### src/rtl/field_square_mod_p25519_top_macros.svh
// Assertion macros for the field square block.
`ifndef FIELD_SQUARE_MOD_P25519_TOP_MACROS_SVH
`define FIELD_SQUARE_MOD_P25519_TOP_MACROS_SVH

// Same-cycle implication, sampled on clk, off during rst.
`define FSQ_ASSERT_IMP(label, ante, cons, msg) \
  label: assert property (@(posedge clk) disable iff (rst) (ante) |-> (cons)) \
    else $error(msg);

// Next-cycle implication, sampled on clk, off during rst.
`define FSQ_ASSERT_NXT(label, ante, cons, msg) \
  label: assert property (@(posedge clk) disable iff (rst) (ante) |=> (cons)) \
    else $error(msg);

`endif

### src/rtl/fsq_pkg.sv
// Package: widths, stage map and types for the field square pipeline.
package fsq_pkg;

  localparam int LIMB_W  = 51;
  localparam int IN_W    = 52;
  localparam int N_LIMB  = 5;
  localparam int FOLD    = 19;
  localparam int OP_W    = 57;
  localparam int LO_W    = 29;
  localparam int HI_W    = OP_W - LO_W;
  localparam int PROD_W  = 2 * OP_W;
  localparam int COL_W   = 112;
  localparam int CARRY_W = COL_W - LIMB_W;
  localparam int FOLD_W  = 62;
  localparam int N_PROD  = 15;
  localparam int N_COL   = 5;
  localparam int TERMS   = N_PROD / N_COL;

  localparam int ST_PREP      = 0;
  localparam int ST_PP        = 1;
  localparam int ST_PROD      = 2;
  localparam int ST_COL       = 3;
  localparam int ST_CARRY     = 4;
  localparam int CARRY_STAGES = 6;
  localparam int N_STAGES     = ST_CARRY + CARRY_STAGES;

  typedef logic [IN_W-1:0]   in_limb_t;
  typedef logic [LIMB_W-1:0] limb_t;
  typedef logic [OP_W-1:0]   op_t;
  typedef logic [PROD_W-1:0] prod_t;
  typedef logic [COL_W-1:0]  col_t;

endpackage

### src/rtl/fsq_prep.sv
// Operand stage: doubled and times-19 limbs, registered as fifteen factor pairs.
module fsq_prep (
  input  logic              clk,
  input  logic              en,
  input  fsq_pkg::in_limb_t a [fsq_pkg::N_LIMB],
  output fsq_pkg::op_t      x [fsq_pkg::N_PROD],
  output fsq_pkg::op_t      y [fsq_pkg::N_PROD]
);

  fsq_pkg::op_t ae [fsq_pkg::N_LIMB];
  fsq_pkg::op_t de [fsq_pkg::N_LIMB];
  fsq_pkg::op_t re [fsq_pkg::N_LIMB];

  always_comb begin
    for (int i = 0; i < fsq_pkg::N_LIMB; i++) begin
      ae[i] = fsq_pkg::OP_W'(a[i]);
      de[i] = fsq_pkg::OP_W'({a[i], 1'b0});
      re[i] = fsq_pkg::OP_W'({a[i], 4'b0}) + fsq_pkg::OP_W'({a[i], 1'b0}) + ae[i];
    end
  end

  always_ff @(posedge clk) begin
    if (en) begin
      // column 0
      x[0]  <= ae[0]; y[0]  <= ae[0];
      x[1]  <= de[1]; y[1]  <= re[4];
      x[2]  <= de[2]; y[2]  <= re[3];
      // column 1
      x[3]  <= de[0]; y[3]  <= ae[1];
      x[4]  <= re[3]; y[4]  <= ae[3];
      x[5]  <= de[2]; y[5]  <= re[4];
      // column 2
      x[6]  <= de[0]; y[6]  <= ae[2];
      x[7]  <= ae[1]; y[7]  <= ae[1];
      x[8]  <= de[3]; y[8]  <= re[4];
      // column 3
      x[9]  <= de[0]; y[9]  <= ae[3];
      x[10] <= de[1]; y[10] <= ae[2];
      x[11] <= re[4]; y[11] <= ae[4];
      // column 4
      x[12] <= de[0]; y[12] <= ae[4];
      x[13] <= de[1]; y[13] <= ae[3];
      x[14] <= ae[2]; y[14] <= ae[2];
    end
  end

endmodule

### config.mk
export PLATFORM = sky130hd
export DESIGN_NAME = fsq_prep
export DESIGN_NICKNAME = d
export VERILOG_FILES = /design/src/rtl/field_square_mod_p25519_top_macros.svh /design/src/rtl/fsq_pkg.sv /design/src/rtl/fsq_prep.sv
export SDC_FILE = /design/constraint.sdc
export NUM_CORES = 1
export LEC_CHECK = 0
export BUFFER_PORTS_ARGS = -buffer_cell sky130_fd_sc_hd__buf_2
export CAP_MARGIN = 20
export CORE_AREA = 10 10 760 762
export CTS_BUF_LIST = sky130_fd_sc_hd__clkbuf_4
export DETAILED_ROUTE_END_ITERATION = 8
export DIE_AREA = 0 0 770 772
export HOLD_SLACK_MARGIN = 0.12
export SYNTH_ARGS = -nofsm -noshare
export SYNTH_HDL_FRONTEND = slang
export SYNTH_SLANG_ARGS = --single-unit
### constraint.sdc
create_clock -name clk -period 4.95 [get_ports clk]
set_clock_uncertainty 0.15 [all_clocks]
set_input_delay 0.7425 -clock clk [delete_from_list [all_inputs] [get_ports clk]]
set_output_delay 0.7425 -clock clk [all_outputs]
set_load 0.01 [all_outputs]
# [After elaboration in Yosys (flattened, before gate mapping)]
# Cells that the tools add are included.
# W data, S select, Z words.
[op_classes] n_addsub=4
[op_table] cell="$add A56 B53 Y57" count=2
[op_table] cell="$add A57 B52 Y57" count=2
[totals] input_bits=262 elab_cells=11 out_inout_bits=1710 register_bits=374

# [Logic depth before layout (Yosys ltp)]
[logic_depth] depth_word=2 depth_mapped=13 ltp_nobuf=13

# [Worst setup path before layout]
# No wires, ideal clock.
[synth_path] path_type="input to register" from="input port a[1] (netlist bit)" to="register y[388] (netlist bit) (data pin)" n_path_buf=0 arrival_time_ps=3809 setup_ps=261 path_stages=12 t_required_ps=4539 setup_slack_ps=730 cell_sequence="ha_1 -> ha_1 -> fa_1 -> a211o_1 -> a21o_1 -> a2111o_1 -> nand3_2 -> a31oi_1 -> a211o_1 -> a31o_1 -> a311o_1 -> xor2_1"
[synth_lines] element="start: declaration" line="fsq_prep.sv:5" rtl="input fsq_pkg::in_limb_t a [fsq_pkg::N_LIMB],"
[synth_lines] element="end: declaration" line="fsq_prep.sv:7" rtl="output fsq_pkg::op_t y [fsq_pkg::N_PROD]"

==> flow_summary.toml <==
[status]
status = "finished, final reports clean"

[power_and_ir_drop]
clkPwrFrac = 0.227
total_power_mw = 17.1
swShare = 0.510
p_comb_frac = 0.432
p_sw_mw = 8.70
power.density_nw_per_um2 = 370
p_leak_nw = 18.5
p_int_mw = 8.36
max-vdd-ir-drop_mv = 0.188
pwr-share-seq = 0.341

[worst_setup_path]
cpMaxStageDelayCell = "dlygate4sd3_1"
arrival_ps = 5620
cp-startpoint = "a[4]"
cp_common_cell = "dlygate4sd3_1"
endpoint_kind = "flip-flop"
worstSetupPathType = "in -> reg"
cp_cell_sequence = "dlygate4sd3_1 > buf_2 > dlygate4sd3_1 > buf_4 > fa_1 > ha_1 > o21a_1 > a21o_1 > a2111o_1 > nand3_2 > a31oi_1 > a211o_1 > a31o_1 > a311o_1 > xor2_1"
worstPathMaxFanout = 3
startpoint_type = "input pin"
cpLargestDelayFamily = "compound AO/OA/AOI/OAI gates"
worstPathRequired_ps = 5760
path_buf_inv = 4
critPathMaxStageDelay_ps = 640

[timing]
hold_violations = 0
setup_viol = 0
fmax_mhz = 208
fin_crit_sh = 0.970
drv_slew = 0
rsz0062_at_grt = "false"
slew_headroom = 0.125
worst_pin_slew_ps = 1310
hold_ws_ps = 419
finalCriticalPeriod_ps = 4800

[clocking]
cts_buffer_depth = 4
cts_root_buffer = "clkbuf_4"
cts_resized = 0
path_clk_slew_ps = 60
cts_made_buffers = 137
htree_levels = 4
cts_tree = "yes"
cts_setup_buffers = 0
cts_sinks = 372

[logic_synthesis]
synth_area_per_cell_sq_um = 10.8
ys_types = 67
syn_area_sq_um = 29300
netlist.area_leader.share = 0.381
synthCells = 2717
synth_edf_count = 372
synth_async_sr_flop_share = 0
ys_warn_count = 0
seq_area_frac_synth = 0.381
yosys.area.top_type = "edfxtp_1"
synth_common_cells = "1338 x buf_4, 372 x edfxtp_1, 112 x a21oi_1, 112 x ha_1, 98 x fa_1"
synth_most_common_cell = "buf_4"
synth_area_leaders = "edfxtp_1 38%, buf_4 34%, fa_1 6.7%"
synth-seq-cells = 372
synth_ff_type = "edfxtp_1"

[floorplanning]
io-pin-count = 1972
die_width_microns = 770
start_util = 0.0521
num_rows = 276
die-area_sq_um = 594000
core-area_sq_um = 563000
fp.dieH_microns = 772

[min_path]
hold_class = "in -> reg"
min-delay-start = "a[20]"
min_to = "y[191]"
min_path_cells = 2

[final_layout]
design_area_sq_um = 46100
top_regs = "y x372"
num-nets-final = 4534
final_cells = 11800
drive_gt1_frac = 0.518
largest-register = "y"
largest_register_ffs = 372
area_growth_pct = 57.1
n_fill_cell = 65700

[route]
routedWlPerCell_microns = 29.6
via_per_inst = 2.32
drtAntennaViolNets = 0
drt_iter0_drc = 2222
routed_wl_microns = 348000
drc = 0
route.vias.total = 27300
dr.pass1.iters = 5

[global_route]
track_usage = 0.110
grt_max_degree = 83
antenna_found_initial = 177
overflow = 0
first_global_vias = 26900
grt_pass1_wl_microns = 401000

[run]
maxCapViolCount = 0

[placement]
gp_congestion = 0.809
dp_hpwl_microns = 309000
port_buffers = 1851
placed_area_sq_um = 39000
place_inst = 10900
[cells in the final DEF, fill, tap and decap left out, types with 16 or more instances in the layout]
master / n
o21ai_1: 20
nand3_1: 30
buf_2: 1850
fa_1: 98
nor3_1: 16
clkbuf_4: 188
a21o_1: 60
buf_4: 87
conb_1: 120
nor2_1: 62
xnor2_1: 55
inv_1: 29
a21oi_1: 112
o21ai_0: 37
diode_2: 96
ha_1: 112
dlygate4sd3_1: 511
nand2_1: 87
o21bai_1: 21
clkinv_1: 29
edfxtp_1: 372
and3_1: 19
xor2_1: 39
nand4_1: 22
[final cells by class]
type	instances	area, sq um	share of cell area
clock buffer	188	1410	0.0306
clock inverter	45	263	0.00570
multi-input combinational	1068	8360	0.181
tap	7506	9390	0.204
timing repair buffer	2454	15100	0.329
sequential	372	11200	0.242
antenna	96	240	0.00521
inverter	29	109	0.00236
[per-stage QoR]
| step | setup WS (ps) | utilization | setup TNS (ps) |
|---|---|---|---|
| after global routing | 222 | 0.0816 | 0 |
| final | 147 | 0.0819 | 0 |
| after floorplan | 730 | - | 0 |
| after global placement | -202 | 0.0693 | -797 |
| after CTS | 544 | 0.0814 | 0 |
| after detailed placement | -244 | 0.0693 | -764 |
[metal layers]
layer  global-route usage  part of all wire  wire length [microns]
met3               0.0362             0.094                  32600
met4               0.0437             0.047                  16300
met5                    0           0.00071                    247
met1                0.130              0.39                 137000
met2                0.185              0.47                 162000
[worst max path at each step]
stage / endpoint / slack [ps] / cells past startpoint
finish: y[388] / 150 / 15
global route: y[395] / 220 / 18
CTS: y[388] / 540 / 15
detailed placement: y[731] / -240 / 15
global placement: y[388] / -200 / 14
floorplan: y[388] / 730 / 12
[cell families after synthesis]
logic type,Yosys count,synth area share
other,1,0.000128
AOI/OAI and AO/OA,354,0.0786
and+or+nand+nor,289,0.0476
xor gates and xnor gates,94,0.0281
buffers and inverters,1396,0.350
adders and majority gates,210,0.115
DFF,372,0.381
muxes,1,0.000341
[power groups by stage]
stage	clock [mW]	sequential, mW	combinational [mW]
after global placement	0	5.99	7.27
after detailed placement	0	6.00	7.29
after CTS	4.19	5.96	7.66
after floorplan	0	4.72	3.90
final	3.87	5.81	7.38
after global routing	4.28	5.92	7.94
[repair_timing]
item,4_1_cts,5_1_grt
hold buffers,511,0
endpoints found under the setup margin,0,0
endpoints found under the hold margin,644,0
(Power assumes the default switching activity.)
