<file path="src/rtl/field_square_mod_p25519_top_macros.svh">
// Assertion macros for the field square block.
`ifndef FIELD_SQUARE_MOD_P25519_TOP_MACROS_SVH
`define FIELD_SQUARE_MOD_P25519_TOP_MACROS_SVH

// Same-cycle implication, sampled on clk, off during rst.
`define FSQ_ASSERT_IMP(label, ante, cons, msg) \
  label: assert property (@(posedge clk) disable iff (rst) (ante) |-> (cons)) \
    else $error(msg);

// Next-cycle implication, sampled on clk, off during rst.
`define FSQ_ASSERT_NXT(label, ante, cons, msg) \
  label: assert property (@(posedge clk) disable iff (rst) (ante) |=> (cons)) \
    else $error(msg);

`endif

</file>
<file path="src/rtl/fsq_pkg.sv">
// Package: widths, stage map and types for the field square pipeline.
package fsq_pkg;

  localparam int LIMB_W  = 51;
  localparam int IN_W    = 52;
  localparam int N_LIMB  = 5;
  localparam int FOLD    = 19;
  localparam int OP_W    = 57;
  localparam int LO_W    = 29;
  localparam int HI_W    = OP_W - LO_W;
  localparam int PROD_W  = 2 * OP_W;
  localparam int COL_W   = 112;
  localparam int CARRY_W = COL_W - LIMB_W;
  localparam int FOLD_W  = 62;
  localparam int N_PROD  = 15;
  localparam int N_COL   = 5;
  localparam int TERMS   = N_PROD / N_COL;

  localparam int ST_PREP      = 0;
  localparam int ST_PP        = 1;
  localparam int ST_PROD      = 2;
  localparam int ST_COL       = 3;
  localparam int ST_CARRY     = 4;
  localparam int CARRY_STAGES = 6;
  localparam int N_STAGES     = ST_CARRY + CARRY_STAGES;

  typedef logic [IN_W-1:0]   in_limb_t;
  typedef logic [LIMB_W-1:0] limb_t;
  typedef logic [OP_W-1:0]   op_t;
  typedef logic [PROD_W-1:0] prod_t;
  typedef logic [COL_W-1:0]  col_t;

endpackage

</file>
<file path="src/rtl/fsq_carry.sv">
// Carry chain: one column carry per stage, top carry folded by 19, output register.
module fsq_carry (
  input  logic                              clk,
  input  logic [fsq_pkg::CARRY_STAGES-1:0]  en,
  input  fsq_pkg::col_t                     col [fsq_pkg::N_COL],
  output fsq_pkg::limb_t                    limb0,
  output fsq_pkg::in_limb_t                 limb1,
  output fsq_pkg::limb_t                    limb2,
  output fsq_pkg::limb_t                    limb3,
  output fsq_pkg::limb_t                    limb4
);

  localparam int LW = fsq_pkg::LIMB_W;
  localparam int CW = fsq_pkg::COL_W;

  fsq_pkg::limb_t l0_a, l0_b, l0_c, l0_d;
  fsq_pkg::limb_t l1_b, l1_c, l1_d, l1_e;
  fsq_pkg::limb_t l2_c, l2_d, l2_e;
  fsq_pkg::limb_t l3_d, l3_e;
  fsq_pkg::limb_t l4_e;
  fsq_pkg::col_t  s1_a, c2_a, c3_a, c4_a;
  fsq_pkg::col_t  s2_b, c3_b, c4_b;
  fsq_pkg::col_t  s3_c, c4_c;
  fsq_pkg::col_t  s4_d;
  logic [fsq_pkg::FOLD_W-1:0] t_e;

  always_ff @(posedge clk) begin
    if (en[0]) begin
      l0_a <= col[0][LW-1:0];
      s1_a <= col[1] + CW'(col[0][CW-1:LW]);
      c2_a <= col[2];
      c3_a <= col[3];
      c4_a <= col[4];
    end
    if (en[1]) begin
      l0_b <= l0_a;
      l1_b <= s1_a[LW-1:0];
      s2_b <= c2_a + CW'(s1_a[CW-1:LW]);
      c3_b <= c3_a;
      c4_b <= c4_a;
    end
    if (en[2]) begin
      l0_c <= l0_b;
      l1_c <= l1_b;
      l2_c <= s2_b[LW-1:0];
      s3_c <= c3_b + CW'(s2_b[CW-1:LW]);
      c4_c <= c4_b;
    end
    if (en[3]) begin
      l0_d <= l0_c;
      l1_d <= l1_c;
      l2_d <= l2_c;
      l3_d <= s3_c[LW-1:0];
      s4_d <= c4_c + CW'(s3_c[CW-1:LW]);
    end
    // top carry stays below 2^56, so the fold fits 62 bits
    if (en[4]) begin
      l1_e <= l1_d;
      l2_e <= l2_d;
      l3_e <= l3_d;
      l4_e <= s4_d[LW-1:0];
      t_e  <= fsq_pkg::FOLD_W'(l0_d)
            + fsq_pkg::FOLD_W'(s4_d[CW-1:LW]) * fsq_pkg::FOLD_W'(fsq_pkg::FOLD);
    end
    if (en[5]) begin
      limb0 <= t_e[LW-1:0];
      limb1 <= fsq_pkg::IN_W'(l1_e) + fsq_pkg::IN_W'(t_e[fsq_pkg::FOLD_W-1:LW]);
      limb2 <= l2_e;
      limb3 <= l3_e;
      limb4 <= l4_e;
    end
  end

endmodule

</file>
<file path="config.mk">
export PLATFORM = sky130hd
export DESIGN_NAME = fsq_carry
export DESIGN_NICKNAME = d
export VERILOG_FILES = /design/src/rtl/field_square_mod_p25519_top_macros.svh /design/src/rtl/fsq_pkg.sv /design/src/rtl/fsq_carry.sv
export SDC_FILE = /design/constraint.sdc
export NUM_CORES = 2
export LEC_CHECK = 0
export BUFFER_PORTS_ARGS = -buffer_cell sky130_fd_sc_hd__buf_4
export CORE_MARGIN = 1.5
export CORE_UTILIZATION = 40
export CTS_BUF_LIST = sky130_fd_sc_hd__clkbuf_2 sky130_fd_sc_hd__clkbuf_4 sky130_fd_sc_hd__clkbuf_8
export CTS_CLUSTER_SIZE = 40
export DETAILED_ROUTE_END_ITERATION = 10
export HOLD_SLACK_MARGIN = 0.05
export PLACE_DENSITY = 0.64
export SKIP_CTS_REPAIR_TIMING = 1
export SYNTH_ARGS = -nofsm -noshare
export SYNTH_HDL_FRONTEND = slang
export SYNTH_SLANG_ARGS = --single-unit
</file>
<file path="constraint.sdc">
create_clock -name clk -period 5.58 [get_ports clk]
set_clock_uncertainty 0.1 [all_clocks]
set_input_delay 0.279 -clock clk [delete_from_list [all_inputs] [get_ports clk]]
set_output_delay 0.279 -clock clk [all_outputs]
set_load 0.01 [all_outputs]
</file>
---- After elaboration in Yosys (flattened, before gate mapping) ----
Cells that the tools add are included.
W data, S select, Z words.
storage, ports and cells
  register bits after elaboration ......... 2152
  bits of input ports ..................... 567
cells by class
  add/sub/neg operators ................... 6
  $mul .................................... 1
operators by type and width
  operator                 number
  $add A112 B61 Y112       4
  $add A51 B62 Y62         1
  $mul A61 B5 Y62 const B  1
  $add A51 B11 Y52         1

---- Logic depth before layout (Yosys ltp) ----
  word-level depth ........................ 2
  gate-level depth with buffers ........... 20
  depth with buffers taken out ............ 19

---- Worst setup path before layout ----
No wires, ideal clock.
  path kind ............................... reg2reg
  from .................................... register s4_d[62]
  to ...................................... register t_e[58] in the netlist's numbering (data pin)
  setup time .............................. 263 ps
  data arrival time ....................... 4311 ps
  path slack .............................. 906 ps
  stages on the path, launching flop included .. 20
  path buffers ............................ 0
  clock period less this slack ............ 4674 ps
  cell sequence ........................... edfxtp_1 -> inv_1 -> fa_1 -> inv_1 -> ha_1 -> inv_1 -> fa_1 -> inv_1 -> ha_1 -> a21oi_1 -> nand2_1 -> a21o_1 -> a311o_1 -> a31oi_1 -> a2bb2oi_1 -> o21a_1 -> o31ai_1 -> a221o_1 -> a21oi_1 -> xnor2_1
between the ends
  cells in the longest elaborated chain, start to end .. 2
ends and longest elaborated chain
  item                    RTL line         RTL
  start, declared         fsq_carry.sv:24  fsq_pkg::col_t s4_d;
  start signal, assigned  fsq_carry.sv:54  s4_d <= c4_c + CW'(s3_c[CW-1:LW]);
  $mul A61 B5 Y62         fsq_carry.sv:63  + fsq_pkg::FOLD_W'(s4_d[CW-1:LW]) * fsq_pkg::FOLD_W'(fsq_pkg::FOLD);
  $add A51 B62 Y62        fsq_carry.sv:63
  end signal, assigned    fsq_carry.sv:62  t_e <= fsq_pkg::FOLD_W'(l0_d)
  end, declared           fsq_carry.sv:25  logic [fsq_pkg::FOLD_W-1:0] t_e;
Every way passes these cells.
A chain may end at the register's enable or synchronous reset.

---- Worst setup path in the final report ----
  from .................................... input port col[499] in the netlist's numbering
  to ...................................... register s1_a[104] (data pin)
between the ends
  cells in the longest elaborated chain, start to end .. 1
ends and longest elaborated chain
  item                  RTL line         RTL
  start, declared       fsq_carry.sv:5   input fsq_pkg::col_t col [fsq_pkg::N_COL],
  $add A112 B61 Y112    fsq_carry.sv:30  s1_a <= col[1] + CW'(col[0][CW-1:LW]);
  end signal, assigned  fsq_carry.sv:30
  end, declared         fsq_carry.sv:21  fsq_pkg::col_t s1_a, c2_a, c3_a, c4_a;
Every way passes these cells.

==> flow_metrics.env <==
export IMPL_status="finished, violations left"
export IMPL_violations="setup timing"
export IMPL_fmax_ghz=0.178
export IMPL_met3_usage_pct=3.11
export IMPL_hp_start="col[366]"
export IMPL_gp_congestion=0.897
export IMPL_seq_area_frac_synth_pct=70.0
export IMPL_hold_viol=0
export IMPL_die_area_um2=234000
export IMPL_rr_endpoint="t_e[61]"
export IMPL_io_buffers=822
export IMPL_post_dp_cell_area_um2=102000
export IMPL_stdcell_area_um2=120000
export IMPL_ff_latch_area_um2=64600
export IMPL_setup_viol=2
export IMPL_fin_hold_ws_ns=0.117
export IMPL_ff2ff_path_depth=20
export IMPL_fin_cells=11700
export IMPL_ctsLongestPathBuffers=4
export IMPL_die_height_um=483
export IMPL_min_period_over_period_pct=101
export IMPL_die_w_um=483
export IMPL_vias=58600
export IMPL_dp_cells=9966
export IMPL_layout_drive_gt1_share_pct=16.6
export IMPL_p_leak_nw=47.1
export IMPL_holdPathStages=5
export IMPL_period_needed_ns=5.61
export IMPL_synth_seq_cells=2152
export IMPL_met2_usage_pct=31.6
export IMPL_power_per_cell_area_nw_per_um2=362
export IMPL_drtPass1Iterations=6
export IMPL_cp_max_fo=8
export IMPL_pin_count=823
export IMPL_ys_types=84
export IMPL_drt_total_wl_mm=249
export IMPL_fin_ws_ns=-0.0297
export IMPL_critPathMaxStageDelay_ns=0.64
export IMPL_clock_sinks=2152
export IMPL_multi_input_area_um2=25300
export IMPL_syn_to_final_growth_pct=30.4
export IMPL_crit_path_start_kind="input port"
export IMPL_cts_tree="built"
export IMPL_r2r_slack_ns=0.16
export IMPL_syn_num_nets=7280
export IMPL_final_nets=9471
export IMPL_hold_class="in2reg"
export IMPL_grtUsageTotal_pct=19.5
export IMPL_end_kind="flop"
export IMPL_power_mw=43.6
export IMPL_critical_path_top_delay_family="compound AO/OA/AOI/OAI gates"
export IMPL_critical_path_class="in2reg"
export IMPL_syn_inst=6215
export IMPL_maxCapViolCount=0
export IMPL_antenna_found_initial=39
export IMPL_grt_busiest_layer="met2"
export IMPL_async_flop_share_pct=0
export IMPL_synth_edf_count=2152
export IMPL_num_rows=176
export IMPL_grt_pass1_wl_mm=343
export IMPL_n_fill_cell=18800
export IMPL_vias_per_cell=5.00
export IMPL_syn_area_um2=92300
export IMPL_yosys_most_used_dff="edfxtp_1"
export IMPL_cp_required_ns=6.23
export IMPL_syn_avg_cell_area_um2=14.8
export IMPL_irDropWorstVdd_uv=219
export IMPL_h_tree_depth=5
export IMPL_arrival_ns=6.26
export IMPL_cts_inserted_buffers=370
export IMPL_relSlewSlack_pct=32.3
export IMPL_grt_pass1_vias=54100
export IMPL_critPathSlowestCell="a2111oi_2"
export IMPL_yosysWarningCount=0
export IMPL_worst_pin_slew_ns=1.02
export IMPL_drc_errors=0
export IMPL_crit_path_frequent_cell="dlygate4sd3_1"
export IMPL_grt_max_degree=139
export IMPL_insertion_delay_ns=1.07
export IMPL_wl_per_cell_um=21.3
export IMPL_cp_cell_sequence="dlygate4sd3_1 > buf_4 > dlygate4sd3_1 > ha_1 > inv_1 > fa_1 > nor2b_1 > o31a_1 > o41a_1 > a211o_1 > a2111oi_2 > nor3_1 > o21ai_1 > a21oi_1 > o2111ai_2 > nor4_1 > xor2_1 > dlygate4sd3_1"
export IMPL_met1_usage_pct=25.8
export IMPL_clk_pin_slew_ns=0.06
export IMPL_rr_startpoint="s4_d[60]"
export IMPL_dp_hpwl_mm=176
export IMPL_crit_buf_inv=5
export IMPL_min_to="s1_a[31]"
export IMPL_core_area_um2=230000
export IMPL_drtIter0Drc=4570
export IMPL_root_buffer="clkbuf_8"
export IMPL_drv_slew=0
export IMPL_overflow=0
export IMPL_start_util_pct=40.2
export IMPL_detail_route_antenna_nets=0
[cell families (layout without fill, tap and decap cells)]
logic type | count (synthesis) | in the layout | synth area share, %
AND/OR/NAND/NOR | 1288 | 1288 | 6.78
XOR/XNOR | 539 | 539 | 5.12
flip-flops | 2152 | 2152 | 70.0
buffers and inverters | 623 | 3082 | 2.56
other | 0 | 24 | 0
multiplexers | 1 | 1 | 0.0109
adder cells (fa/ha/maj) | 498 | 498 | 7.67
AO/OA/AOI/OAI | 1114 | 1114 | 7.82
[placed cells by master, fill, tap and decap left out, types with 30 or more instances in the layout]
cell           instances
nor2_1               265
a21o_1               215
a211oi_1              30
nand4_1              127
nor4_1                42
o21a_1                53
clkinv_2              40
and3_1                88
dlygate4sd3_1       1094
o21ai_0              191
xor2_1               232
ha_1                 386
xnor2_1              307
fa_1                 112
a31oi_1               37
buf_4                835
clkinv_1              99
clkbuf_4              92
o21bai_1              64
a21oi_1              343
nand3_1              168
edfxtp_1            2152
nand2_1              362
inv_1                493
nor3_1                87
clkbuf_8             371
[synthesized netlist by cell type (30+ instances only)]
library cell  instances  area (µm²)
a211oi_1             30         225
a21o_1              215        1610
a21oi_1             343        1720
a31oi_1              37         231
and3_1               88         551
clkbuf_1            115         432
edfxtp_1           2152       64600
fa_1                112        2240
ha_1                386        4830
inv_1               493        1850
nand2_1             362        1360
nand3_1             168         841
nand4_1             127         795
nor2_1              265         995
nor3_1               87         435
nor4_1               42         263
o21a_1               53         398
o21ai_0             191         956
o21bai_1             64         480
xnor2_1             307        2690
xor2_1              232        2030
[metal layers]
metal | part of all wire (%) | vias to the layer above
li1 | - | 27600
met3 | 4.6 | 593
met5 | 0 | -
met2 | 48 | 2073
met4 | 4.6 | 0
met1 | 42 | 28400
[worst min-delay path, stage by stage]
cell and delay [ns]:
buf_4 0.09, ha_1 0.31, a21oi_1 0.10, o21ai_0 0.16
xor2_1 0.11
[per-stage QoR]
| stage | setup TNS (ns) | setup slack [ns] | utilization (%) |
|---|---|---|---|
| 2_1_floorplan | 0 | 0.906 | - |
| 3_3_place_gp | 0 | 0.135 | 44.5 |
| 3_5_place_dp | 0 | 0.120 | 44.5 |
| 4_1_cts | 0 | 0.156 | 47.6 |
| 5_1_grt | -0.555 | -0.112 | 52.4 |
| 6_report | -0.0478 | -0.0297 | 52.4 |
[final cells by class]
class                      instances  share of cell area, %
antenna                           24                 0.0499
clock buffer                     463                   4.82
clock inverter                   177                   1.08
inverter                         493                   1.54
multi-input combinational       3440                   21.0
sequential                      2152                   53.7
tap                             3026                   3.15
timing repair buffer            1949                   14.6
[report_power, final]
part | internal, mW | leakage, nW | switching (mW) | total (mW)
combinational | 3.77 | 22.3 | 4.82 | 8.58
sequential | 20.3 | 21.1 | 0.733 | 21.0
clock | 7.65 | 3.72 | 6.28 | 13.9
[sequential cells by signal, indices dropped and copies added (netlist names), 52 cells and up]
register and cells:
s2_b 112, s3_c 112, s4_d 112, c2_a 112
c4_b 112, c4_a 112, limb1 52, c4_c 112
c3_a 112, t_e 62, c3_b 112, s1_a 112
[worst max path at each step]
stage | start | end | slack (ns) | depth (start not counted)
after detailed placement | s4_d[60] | t_e[61] | 0.12 | 20
final | col[499] | s1_a[104] | -0.03 | 18
after floorplan | s4_d[62] | t_e[58] | 0.91 | 19
after global routing | col[499] | s1_a[104] | -0.11 | 18
after global placement | s4_d[60] | t_e[61] | 0.14 | 20
after CTS | s4_d[60] | t_e[61] | 0.16 | 20
Note: power is estimated with default switching activity, not from simulation.
